==> src/rtl/core/lipc_pkg.sv <==
// lipc_pkg: shared types and constants for the led indicator pattern controller
package lipc_pkg;

    // request kinds
    typedef enum logic [2:0] {
        REQ_COND    = 3'd0,
        REQ_READY   = 3'd1,
        REQ_PROFILE = 3'd2,
        REQ_POLL    = 3'd3,
        REQ_SENT    = 3'd4
    } req_kind_t;

    // overlay modes
    typedef enum logic [1:0] {
        OV_NONE    = 2'd0,
        OV_READY   = 2'd1,
        OV_PROFILE = 2'd2
    } overlay_t;

    localparam int SEG_W = 5;
    localparam int TIME_W = 32;

    localparam logic [SEG_W-1:0] ALL_SEGS   = 5'h1f;
    localparam logic [SEG_W-1:0] OUTER_SEGS = 5'h11;
    localparam logic [SEG_W-1:0] NO_SEGS    = 5'h00;
    localparam logic [SEG_W-1:0] SEGS_1     = 5'h01;
    localparam logic [SEG_W-1:0] SEGS_2     = 5'h03;
    localparam logic [SEG_W-1:0] SEGS_3     = 5'h07;
    localparam logic [SEG_W-1:0] SEGS_4     = 5'h0f;

    localparam logic [TIME_W-1:0] REFRESH_MS      = 32'd100;
    localparam logic [TIME_W-1:0] SWEEP_STEP_MS   = 32'd140;
    localparam logic [TIME_W-1:0] SWEEP_END_MS    = 32'd840;
    localparam logic [TIME_W-1:0] PROFILE_SPAN_MS = 32'd2400;
    localparam logic [TIME_W-1:0] DARK1_START_MS  = 32'd500;
    localparam logic [TIME_W-1:0] DARK1_END_MS    = 32'd700;
    localparam logic [TIME_W-1:0] DARK2_START_MS  = 32'd1200;
    localparam logic [TIME_W-1:0] DARK2_END_MS    = 32'd1400;

    // x/150 = (x>>1)/75 = ((x>>1) * FAULT_RECIP) >> FAULT_SHIFT, exact for 31-bit x>>1
    localparam logic [31:0] FAULT_RECIP = 32'd3665038760;
    localparam int          FAULT_SHIFT = 38;
    // x/500 = (x>>2)/125 = ((x>>2) * AUTH_RECIP) >> AUTH_SHIFT, exact for 30-bit x>>2
    localparam logic [30:0] AUTH_RECIP  = 31'd1099511628;
    localparam int          AUTH_SHIFT  = 37;

    // sweep mask for a time into the ready overlay known to be below 840 ms
    function automatic logic [SEG_W-1:0] sweep_mask(input logic [TIME_W-1:0] el);
        logic [SEG_W-1:0] m;
        begin
            if (el < SWEEP_STEP_MS)
                m = SEGS_1;
            else if (el < 2 * SWEEP_STEP_MS)
                m = SEGS_2;
            else if (el < 3 * SWEEP_STEP_MS)
                m = SEGS_3;
            else if (el < 4 * SWEEP_STEP_MS)
                m = SEGS_4;
            else if (el < 5 * SWEEP_STEP_MS)
                m = ALL_SEGS;
            else
                m = NO_SEGS;
            return m;
        end
    endfunction

    // bar of 1..5 lit segments from a profile number
    function automatic logic [SEG_W-1:0] bar_from_profile(input logic [7:0] prof);
        logic [SEG_W-1:0] m;
        begin
            if (prof <= 8'd1)
                m = SEGS_1;
            else if (prof == 8'd2)
                m = SEGS_2;
            else if (prof == 8'd3)
                m = SEGS_3;
            else if (prof == 8'd4)
                m = SEGS_4;
            else
                m = ALL_SEGS;
            return m;
        end
    endfunction

endpackage

==> src/rtl/core/led_indicator_pattern_controller_top.sv <==
// led_indicator_pattern_controller_top: three-register pipeline for led bar events
//
//  channel | direction | handshake             | payload
//  req     | in        | req_valid, req_ready  | req_type, now_ms, auth_flag, fault_flag,
//          |           |                       | profile_num, sent_mask
//  rsp     | out       | rsp_valid, rsp_ready  | send_due, led_mask
//
// one item per cycle while results are taken; an accepted item passes through the input
// register, the blink-phase multiply register and the result register
// all condition and overlay state is updated as an item leaves the middle register;
// the blink phase time base is forwarded from that register into the multiplies
// reset clears all state and empties the pipeline
// a stalled result backs up the pipeline one register at a time; empty registers
// keep accepting items
module led_indicator_pattern_controller_top
    import lipc_pkg::*;
(
    input  logic        clk,
    input  logic        rst_n,
    input  logic        req_valid,
    output logic        req_ready,
    input  logic [2:0]  req_type,
    input  logic [31:0] now_ms,
    input  logic        auth_flag,
    input  logic        fault_flag,
    input  logic [7:0]  profile_num,
    input  logic [4:0]  sent_mask,
    output logic        rsp_valid,
    input  logic        rsp_ready,
    output logic        send_due,
    output logic [4:0]  led_mask
);

    // item held in a pipeline register
    typedef struct packed {
        logic [2:0]        req;
        logic [TIME_W-1:0] now;
        logic              auth;
        logic              fault;
        logic [7:0]        prof;
        logic [SEG_W-1:0]  smask;
    } item_t;

    // pipeline registers
    logic              s1_valid_reg, s1_valid_next;
    item_t             s1_item_reg;
    logic              s2_valid_reg, s2_valid_next;
    item_t             s2_item_reg;
    logic              s2_fault_odd_reg;
    logic              s2_auth_odd_reg;
    logic              out_valid_reg, out_valid_next;
    logic              send_due_reg, send_due_next;
    logic [SEG_W-1:0]  led_mask_reg, led_mask_next;

    // block state
    logic              auth_seen_reg, auth_seen_next;
    logic              fault_seen_reg, fault_seen_next;
    logic [TIME_W-1:0] cond_change_time_reg, cond_change_time_next;
    overlay_t          overlay_mode_reg, overlay_mode_next;
    logic [TIME_W-1:0] overlay_start_time_reg, overlay_start_time_next;
    logic [SEG_W-1:0]  profile_bar_reg, profile_bar_next;
    logic [SEG_W-1:0]  last_sent_mask_reg, last_sent_mask_next;
    logic              last_sent_valid_reg, last_sent_valid_next;
    logic [TIME_W-1:0] last_sent_time_reg, last_sent_time_next;
    logic              override_on_reg, override_on_next;

    // flow control
    logic out_load;
    logic s2_load;
    logic s1_load;

    assign out_load  = !out_valid_reg || rsp_ready;
    assign s2_load   = !s2_valid_reg || out_load;
    assign s1_load   = !s1_valid_reg || s2_load;
    assign req_ready = s1_load;

    assign s1_valid_next  = s1_load ? req_valid : s1_valid_reg;
    assign s2_valid_next  = s2_load ? s1_valid_reg : s2_valid_reg;
    assign out_valid_next = out_load ? s2_valid_reg : out_valid_reg;

    // condition change of the item in the middle register
    logic cond_chg;
    assign cond_chg = (s2_item_reg.auth != auth_seen_reg)
                   || (s2_item_reg.fault != fault_seen_reg);

    // blink phase: forward a pending condition change, then divide by reciprocal
    logic [TIME_W-1:0] cc_eff;
    logic [TIME_W-1:0] since_cond;
    logic [62:0]       fault_prod;
    logic [61:0]       auth_prod;

    always_comb
    begin
        if (s2_valid_reg && (s2_item_reg.req == REQ_COND) && cond_chg)
            cc_eff = s2_item_reg.now;
        else
            cc_eff = cond_change_time_reg;
        since_cond = s1_item_reg.now - cc_eff;
        fault_prod = 63'(since_cond[TIME_W-1:1]) * 63'(FAULT_RECIP);
        auth_prod  = 62'(since_cond[TIME_W-1:2]) * 62'(AUTH_RECIP);
    end

    // pattern evaluation for the item in the middle register
    logic [TIME_W-1:0] el;
    logic [TIME_W-1:0] since_sent;
    logic              pat_on;
    logic [SEG_W-1:0]  pat_mask;
    logic              ov_drop;

    always_comb
    begin
        el         = s2_item_reg.now - overlay_start_time_reg;
        since_sent = s2_item_reg.now - last_sent_time_reg;
        pat_on     = 1'b0;
        pat_mask   = NO_SEGS;
        ov_drop    = 1'b0;
        if (fault_seen_reg)
        begin
            pat_on   = 1'b1;
            pat_mask = s2_fault_odd_reg ? NO_SEGS : ALL_SEGS;
        end
        else
        begin
            if (overlay_mode_reg == OV_READY)
            begin
                if (el < SWEEP_END_MS)
                begin
                    pat_on   = 1'b1;
                    pat_mask = sweep_mask(el);
                end
                else
                begin
                    ov_drop = 1'b1;
                end
            end
            else if (overlay_mode_reg == OV_PROFILE)
            begin
                if (el < PROFILE_SPAN_MS)
                begin
                    pat_on = 1'b1;
                    if ((el >= DARK1_START_MS && el < DARK1_END_MS)
                        || (el >= DARK2_START_MS && el < DARK2_END_MS))
                        pat_mask = NO_SEGS;
                    else
                        pat_mask = profile_bar_reg;
                end
                else
                begin
                    ov_drop = 1'b1;
                end
            end
            if (!pat_on && !auth_seen_reg)
            begin
                pat_on   = 1'b1;
                pat_mask = s2_auth_odd_reg ? NO_SEGS : OUTER_SEGS;
            end
        end
    end

    // state update and result as an item leaves the middle register
    logic s2_fire;
    assign s2_fire = s2_valid_reg && out_load;

    always_comb
    begin
        auth_seen_next          = auth_seen_reg;
        fault_seen_next         = fault_seen_reg;
        cond_change_time_next   = cond_change_time_reg;
        overlay_mode_next       = overlay_mode_reg;
        overlay_start_time_next = overlay_start_time_reg;
        profile_bar_next        = profile_bar_reg;
        last_sent_mask_next     = last_sent_mask_reg;
        last_sent_valid_next    = last_sent_valid_reg;
        last_sent_time_next     = last_sent_time_reg;
        override_on_next        = override_on_reg;
        send_due_next           = send_due_reg;
        led_mask_next           = led_mask_reg;
        if (s2_fire)
        begin
            send_due_next = 1'b0;
            led_mask_next = NO_SEGS;
            unique case (s2_item_reg.req)
                REQ_COND:
                begin
                    if (cond_chg)
                        cond_change_time_next = s2_item_reg.now;
                    auth_seen_next  = s2_item_reg.auth;
                    fault_seen_next = s2_item_reg.fault;
                end
                REQ_READY:
                begin
                    overlay_mode_next       = OV_READY;
                    overlay_start_time_next = s2_item_reg.now;
                    last_sent_valid_next    = 1'b0;
                end
                REQ_PROFILE:
                begin
                    profile_bar_next        = bar_from_profile(s2_item_reg.prof);
                    overlay_mode_next       = OV_PROFILE;
                    overlay_start_time_next = s2_item_reg.now;
                    last_sent_valid_next    = 1'b0;
                end
                REQ_POLL:
                begin
                    if (ov_drop)
                        overlay_mode_next = OV_NONE;
                    if (pat_on)
                    begin
                        override_on_next = 1'b1;
                        led_mask_next    = pat_mask;
                        send_due_next    = !last_sent_valid_reg
                                        || (pat_mask != last_sent_mask_reg)
                                        || (since_sent >= REFRESH_MS);
                    end
                    else if (override_on_reg)
                    begin
                        send_due_next = 1'b1;
                    end
                end
                REQ_SENT:
                begin
                    if (ov_drop)
                        overlay_mode_next = OV_NONE;
                    if (!pat_on && s2_item_reg.smask == NO_SEGS)
                    begin
                        override_on_next     = 1'b0;
                        last_sent_valid_next = 1'b0;
                    end
                    else
                    begin
                        last_sent_mask_next  = s2_item_reg.smask;
                        last_sent_valid_next = 1'b1;
                        last_sent_time_next  = s2_item_reg.now;
                    end
                end
                default:
                begin
                    // unused request codes leave state alone
                end
            endcase
        end
    end

    // control and state registers
    always_ff @(posedge clk or negedge rst_n)
    begin
        if (!rst_n)
        begin
            s1_valid_reg           <= 1'b0;
            s2_valid_reg           <= 1'b0;
            out_valid_reg          <= 1'b0;
            auth_seen_reg          <= 1'b0;
            fault_seen_reg         <= 1'b0;
            cond_change_time_reg   <= '0;
            overlay_mode_reg       <= OV_NONE;
            overlay_start_time_reg <= '0;
            profile_bar_reg        <= NO_SEGS;
            last_sent_mask_reg     <= NO_SEGS;
            last_sent_valid_reg    <= 1'b0;
            last_sent_time_reg     <= '0;
            override_on_reg        <= 1'b0;
        end
        else
        begin
            s1_valid_reg           <= s1_valid_next;
            s2_valid_reg           <= s2_valid_next;
            out_valid_reg          <= out_valid_next;
            auth_seen_reg          <= auth_seen_next;
            fault_seen_reg         <= fault_seen_next;
            cond_change_time_reg   <= cond_change_time_next;
            overlay_mode_reg       <= overlay_mode_next;
            overlay_start_time_reg <= overlay_start_time_next;
            profile_bar_reg        <= profile_bar_next;
            last_sent_mask_reg     <= last_sent_mask_next;
            last_sent_valid_reg    <= last_sent_valid_next;
            last_sent_time_reg     <= last_sent_time_next;
            override_on_reg        <= override_on_next;
        end
    end

    // payload registers
    always_ff @(posedge clk)
    begin
        if (s1_load)
        begin
            s1_item_reg.req   <= req_type;
            s1_item_reg.now   <= now_ms;
            s1_item_reg.auth  <= auth_flag;
            s1_item_reg.fault <= fault_flag;
            s1_item_reg.prof  <= profile_num;
            s1_item_reg.smask <= sent_mask;
        end
        if (s2_load)
        begin
            s2_item_reg      <= s1_item_reg;
            s2_fault_odd_reg <= fault_prod[FAULT_SHIFT];
            s2_auth_odd_reg  <= auth_prod[AUTH_SHIFT];
        end
        send_due_reg <= send_due_next;
        led_mask_reg <= led_mask_next;
    end

    assign rsp_valid = out_valid_reg;
    assign send_due  = send_due_reg;
    assign led_mask  = led_mask_reg;

endmodule

==> config.mk <==
export PLATFORM = sky130hd
export DESIGN_NAME = led_indicator_pattern_controller_top
export DESIGN_NICKNAME = d
export VERILOG_FILES = /design/src/rtl/core/lipc_pkg.sv /design/src/rtl/core/led_indicator_pattern_controller_top.sv
export SDC_FILE = /design/constraint.sdc
export NUM_CORES = 2
export LEC_CHECK = 0
export BUFFER_PORTS_ARGS = -buffer_cell sky130_fd_sc_hd__buf_2
export CAP_MARGIN = 20
export CORE_MARGIN = 8
export CORE_UTILIZATION = 25
export DETAILED_ROUTE_END_ITERATION = 8
export SLEW_MARGIN = 20
export SYNTH_ARGS = -nofsm -noshare
export SYNTH_HDL_FRONTEND = slang
export SYNTH_SLANG_ARGS = --single-unit
==> constraint.sdc <==
create_clock -name clk -period 20.4 [get_ports clk]
set_input_delay 1.02 -clock clk [delete_from_list [all_inputs] [get_ports clk]]
set_output_delay 1.02 -clock clk [all_outputs]
set_load 0.01 [all_outputs]
# [Word level (Yosys, flattened, before mapping)]
# Cells that the tools add are included.
[word_totals] reg_bits=223 latchBits=0 ramBits=0 rom_bits=0 input_bits=54 output_inout_bits=8 n_memories=0
[op_classes] addsub=3 multipliers=2 div=0 order_cmp=12 eq_ne=15 shifts=0 n_mux=40 n_bitwise=1 n_reduce_logical=37
[op_table] cell="32-bit by 10-bit less-than comparator with 1-bit output, second input constant" count=3
[op_table] cell="32-bit subtractor" count=3
[op_table] cell="5-bit two-way mux" count=18
[op_table] cell="32-bit by 9-bit less-than comparator with 1-bit output, second input constant" count=2
[op_table] cell="30-bit by 29-bit multiplier with 36-bit output, second input constant" count=1
[op_table] cell="31-bit by 29-bit multiplier with 36-bit output, second input constant" count=1
[op_table] cell="32-bit by 11-bit greater-or-equal comparator with 1-bit output, second input constant" count=1
[op_table] cell="32-bit by 7-bit greater-or-equal comparator with 1-bit output, second input constant" count=1
[op_table] cell="32-bit by 9-bit greater-or-equal comparator with 1-bit output, second input constant" count=1
[op_table] cell="32-bit by 11-bit less-than comparator with 1-bit output, second input constant" count=1
[op_table] cell="32-bit by 12-bit less-than comparator with 1-bit output, second input constant" count=1
[op_table] cell="32-bit by 8-bit less-than comparator with 1-bit output, second input constant" count=1
[op_table] cell="32-bit two-way mux" count=1
[op_table] cell="1-bit two-way mux" count=17
[op_table] cell="8-bit by 2-bit == test with 1-bit output, second input constant" count=2
[op_table] cell="2-bit AND reduction" count=5
[op_table] cell="3-bit AND reduction" count=3
[op_table] cell="8-bit by 3-bit == test with 1-bit output, second input constant" count=1
[op_table] cell="8-bit by 1-bit <= comparator with 1-bit output, second input constant" count=1
[op_table] cell="1-bit logical AND" count=7
[op_table] cell="1-bit zero test" count=7
[op_table] cell="1-bit logical OR" count=7
[op_table] cell="3-bit by 2-bit == test with 1-bit output, second input constant" count=2
[op_table] cell="2-bit one-hot mux with 3 select lines" count=1
[op_table] cell="17 further kinds" count=22

# [Depth between registers and ports, before layout]
[depth] ltp_word=15 mapped_depth=48

# [Worst setup path after synthesis]
# OpenSTA, ideal clock, no wires.
[synth_path] kind="flip-flop to flip-flop" from="register fault_seen_reg" to="register s2_auth_odd_reg, data pin" setup_ns=0.277 arrival_time_ns=10.676 slack_ns=9.446 stages_incl_launch_ff=49 n_path_buf=3 synth_period_minus_slack_ns=10.954 cell_sequence="dfrtp_1 clkbuf_1 xor2_1 o21ai_0 buf_1 clkbuf_1 nor2_1 a21oi_1 ha_1 and2_1 a22oi_1 nand3_1 o21a_1 a211oi_1 o21ai_0 a41o_1 a21o_1 a21oi_1 [13 not listed] inv_1 fa_1 inv_1 ha_1 a21oi_1 nor2b_1 o21ai_0 a21oi_1 o21a_1 o21ai_0 o211ai_1 a21oi_1 xor2_1 xnor2_1 xnor2_1 xnor2_1 xnor2_1 xnor2_1"
[synth_between] elab_chain_len=6
[synth_lines] element="start: declaration" line_no="led_indicator_pattern_controller_top.sv:57" rtl="logic fault_seen_reg, fault_seen_next;"
[synth_lines] element="start signal: assignment" line_no="led_indicator_pattern_controller_top.sv:269" rtl="fault_seen_reg <= fault_seen_next;"
[synth_lines] element="1-bit != test" line_no="led_indicator_pattern_controller_top.sv:84" rtl="|| (s2_item_reg.fault != fault_seen_reg);"
[synth_lines] element="1-bit logical OR" line_no="led_indicator_pattern_controller_top.sv:84"
[synth_lines] element="1-bit logical AND" line_no="led_indicator_pattern_controller_top.sv:94" rtl="if (s2_valid_reg && (s2_item_reg.req == REQ_COND) && cond_chg)"
[synth_lines] element="32-bit two-way mux" line_no="led_indicator_pattern_controller_top.sv:94"
[synth_lines] element="32-bit subtractor" line_no="led_indicator_pattern_controller_top.sv:98" rtl="since_cond = s1_item_reg.now - cc_eff;"
[synth_lines] element="30-bit by 29-bit multiplier with 36-bit output" line_no="led_indicator_pattern_controller_top.sv:100" rtl="auth_prod = 62'(since_cond[TIME_W-1:2]) * 62'(AUTH_RECIP);"
[synth_lines] element="named net auth_prod[37]" line_no="led_indicator_pattern_controller_top.sv:90" rtl="logic [61:0] auth_prod;"
[synth_lines] element="end signal: assignment" line_no="led_indicator_pattern_controller_top.sv:297" rtl="s2_auth_odd_reg <= auth_prod[AUTH_SHIFT];"
[synth_lines] element="end: declaration" line_no="led_indicator_pattern_controller_top.sv:50" rtl="logic s2_auth_odd_reg;"
# The timed path passes the listed nets, and every way through them passes these cells.
# A chain may end at the register's enable or synchronous reset.

# [Worst setup path after layout]
[layout_path] from="register s2_item_reg[49] (netlist bit)" to="register s2_auth_odd_reg, data pin"
[layout_between] elab_chain_len=6
[layout_lines] element="start: declaration" line_no="led_indicator_pattern_controller_top.sv:48" rtl="item_t s2_item_reg;"
[layout_lines] element="start signal: assignment" line_no="led_indicator_pattern_controller_top.sv:295" rtl="s2_item_reg <= s1_item_reg;"
[layout_lines] element="3-bit zero test" line_no="led_indicator_pattern_controller_top.sv:94"
[layout_lines] element="1-bit logical AND (2 in series)" line_no="led_indicator_pattern_controller_top.sv:94"
[layout_lines] element="32-bit two-way mux" line_no="led_indicator_pattern_controller_top.sv:94"
[layout_lines] element="32-bit subtractor" line_no="led_indicator_pattern_controller_top.sv:98"
[layout_lines] element="30-bit by 29-bit multiplier with 36-bit output" line_no="led_indicator_pattern_controller_top.sv:100"
[layout_lines] element="named net auth_prod[37]" line_no="led_indicator_pattern_controller_top.sv:90"
# The timed path passes the listed nets, and every way through them passes these cells.

==> results.json <==
{
  "ctsHtreeMaxLevel": 1,
  "synth_cell_types": 78,
  "endpoint_kind": "register",
  "cts_tree": "yes",
  "die_area_sq_um": 136000,
  "grt_pass1_vias": 22500,
  "clkTransAtPathRegs_ns": 0.06,
  "post_cts_buffers": 0,
  "cpPeakStageDelay_ns": 0.65,
  "avgSynthCellArea_sq_um": 10.2,
  "async_flop_share_pct": 51.6,
  "fin_setup_tns_ns": 0,
  "wl_per_cell_um": 17.3,
  "crit_fanout": 19,
  "route.detailed.drc": 0,
  "ys_seq_elements": 223,
  "ctsHoldBuffers": 0,
  "grt_setup_unrepaired": "false",
  "grt_pass1_wl_mm": 133,
  "layout.nets": 4101,
  "grt_start_max_net_pins": 63,
  "crit_slowest_cell": "o32ai_1",
  "gp_congestion": 0.903,
  "crit_required_ns": 20.71,
  "worstHoldPathType": "reg -> reg",
  "antenna_found_initial": 4,
  "std_cell_rows": 129,
  "cts-resized-gates": 0,
  "clock_sinks": 223,
  "drt_wl_total_mm": 82.9,
  "hold_violations": 0,
  "core-area_sq_um": 123000,
  "final-setup-viol-count": 0,
  "cts_buffer_depth": 3,
  "grt_usage_pct": 12.3,
  "syn_nets": 4014,
  "dp_hpwl_mm": 68.4,
  "cap_viol_max_count": 0,
  "ant_nets": 0,
  "synthToLayoutAreaGrowth_pct": 11.4,
  "numCtsBuffers": 26,
  "clock_latency_ns": 0.57,
  "first_pass_iters": 7,
  "seq_area_frac_synth_pct": 19.7,
  "syn_area_sq_um": 31000,
  "critical_path_class": "reg -> reg",
  "crit_family": "adder cells",
  "startpoint_type": "register",
  "fmax_mhz": 85.6,
  "ys.flop_type": "dfrtp_1",
  "final_max_slew_viol_count": 0,
  "netlist_instances": 3039,
  "die_h_um": 368,
  "start_util_pct": 25.1,
  "ios": 62,
  "synth_edf_count": 108,
  "path_buf_inv": 10,
  "crit_top_cell": "a21oi_1",
  "drt-initial-drc-count": 1196,
  "maxSlewHeadroom_pct": 37.9,
  "vias_per_cell": 4.44,
  "drive_above_1_share_pct": 7.69,
  "outcome": "completed",
  "fin_crit_sh_pct": 57.3,
  "yosys_warnings": 0,
  "io_buffers": 61,
  "grt_overflow": 0,
  "tightest_slew_ns": 0.925,
  "finalHoldWorstSlack_ns": 0.420,
  "skew_ns": 0.0268,
  "cts-root-buf": "clkbuf_16",
  "fp.dieW_um": 368,
  "vias": 21300,
  "worstPathArrival_ns": 11.99,
  "finalCriticalPeriod_ns": 11.69
}
-- worst paths after layout --
kind | startpoint | endpoint | slack (ns) | cells after the start
max | s2_item_reg[49]$_DFFE_PP_ | s2_auth_odd_reg$_DFFE_PP_ | 8.71 | 48
min | s1_item_reg[9]$_DFFE_PP_ | s2_item_reg[9]$_DFFE_PP_ | 0.42 | 0
max in group asynchronous | rst_n | overlay_start_time_reg[30]$_DFFE_PN0P_ | 18.53 | 2
min reg2reg | s1_item_reg[9]$_DFFE_PP_ | s2_item_reg[9]$_DFFE_PP_ | 0.42 | 0
min in group asynchronous | rst_n | cond_change_time_reg[7]$_DFFE_PN0P_ | 0.50 | 1
max reg2reg | s2_item_reg[49]$_DFFE_PP_ | s2_auth_odd_reg$_DFFE_PP_ | 8.71 | 48
-- per-layer routing --
layer | global-route usage, % | wire (um) | share of wire, % | vias to the layer above
li1 | - | - | - | 10100
met1 | 17.4 | 39200 | 47 | 10600
met2 | 19.8 | 37400 | 45 | 424
met3 | 2.12 | 4520 | 5.5 | 99
met4 | 2.50 | 1730 | 2.1 | 4
met5 | 0 | 24 | 0.029 | -
-- cell type report --
cell class                 count  area [sq um]
multi-input combinational   1984         21900
sequential                   223          6120
timing repair buffer         100           601
clock buffer                  27           654
antenna                        2          5.00
inverter                     791          2970
fill                       12900         88900
tap                         1637          2050
clock inverter                21           240
-- synthesized netlist by cell type, drive strengths merged (5+ instances only) --
cell type / n / area share (%)
a21boi: 12 / 0.29
edfxtp: 108 / 10
xor2: 29 / 0.82
o21a: 28 / 0.68
dfrtp: 115 / 9.3
a2111oi: 10 / 0.38
fa: 425 / 27
nor3: 31 / 0.52
a21o: 43 / 1.0
a21oi: 107 / 1.7
o31ai: 9 / 0.22
o211ai: 18 / 0.44
nor2b: 28 / 0.56
nand2: 105 / 1.3
a211oi: 17 / 0.45
ha: 496 / 20
inv: 791 / 9.6
or3: 9 / 0.18
nand4: 20 / 0.40
xnor2: 79 / 2.2
nand3: 27 / 0.44
or2: 9 / 0.18
o221ai: 5 / 0.14
o21ai: 117 / 1.9
nor2: 82 / 0.99
or4: 5 / 0.12
a31oi: 19 / 0.38
o22ai: 10 / 0.20
mux2: 72 / 2.6
o21bai: 7 / 0.17
nor4: 6 / 0.14
buf: 8 / 0.17
clkbuf: 33 / 0.40
mux2i: 39 / 1.3
nor3b: 7 / 0.17
and3: 13 / 0.28
o2111ai: 11 / 0.31
nand2b: 33 / 0.66
-- cell usage in the layout (no fill, tap or decap), types with 8 or more instances in the layout --
cell	instances
nor2_1	81
a21boi_0	10
nor2b_1	28
nand3_1	26
mux2_2	55
a21o_1	43
mux2i_1	39
nand2_1	104
a21oi_1	107
fa_1	425
a31oi_1	19
o21a_1	28
buf_4	40
o31ai_1	9
o2111ai_1	11
o22ai_1	10
clkbuf_16	26
nand4_1	20
and3_1	12
nor3_1	29
edfxtp_1	108
buf_2	60
inv_1	790
mux2_1	17
xor2_1	25
nand2b_1	33
or2_2	9
xnor2_2	8
a211oi_1	16
xnor2_1	70
ha_1	496
o211ai_1	18
dfrtp_1	115
o21ai_0	115
or3_1	9
-- metrics by stage --
stage / util, % / std cells / setup slack [ns] / area [sq um]
floorplan: - / 3039 / 9.45 / 31000
global placement: 27.3 / 4735 / 9.00 / 33700
detailed placement: 27.3 / 4735 / 8.95 / 33700
CTS: 28.0 / 4783 / 8.86 / 34600
global route: 28.0 / 4783 / 8.08 / 34600
finish: 28.0 / 4785 / 8.71 / 34600
-- logic make-up (layout without fill, tap and decap cells) --
kind of cell | after synthesis | after routing | share of synthesized area (%)
other | 0 | 2 | 0
flip-flops | 223 | 223 | 19.7
buffers and inverters | 832 | 939 | 10.1
AND/OR/NAND/NOR | 387 | 387 | 6.21
XOR/XNOR | 108 | 108 | 3.05
AO/OA/AOI/OAI | 457 | 457 | 9.63
multiplexers | 111 | 111 | 3.87
adder cells (fa/ha/maj) | 921 | 921 | 47.4
Power is not shown: default switching activity piles up to over one toggle a cycle in this logic, so the estimate is an artifact.
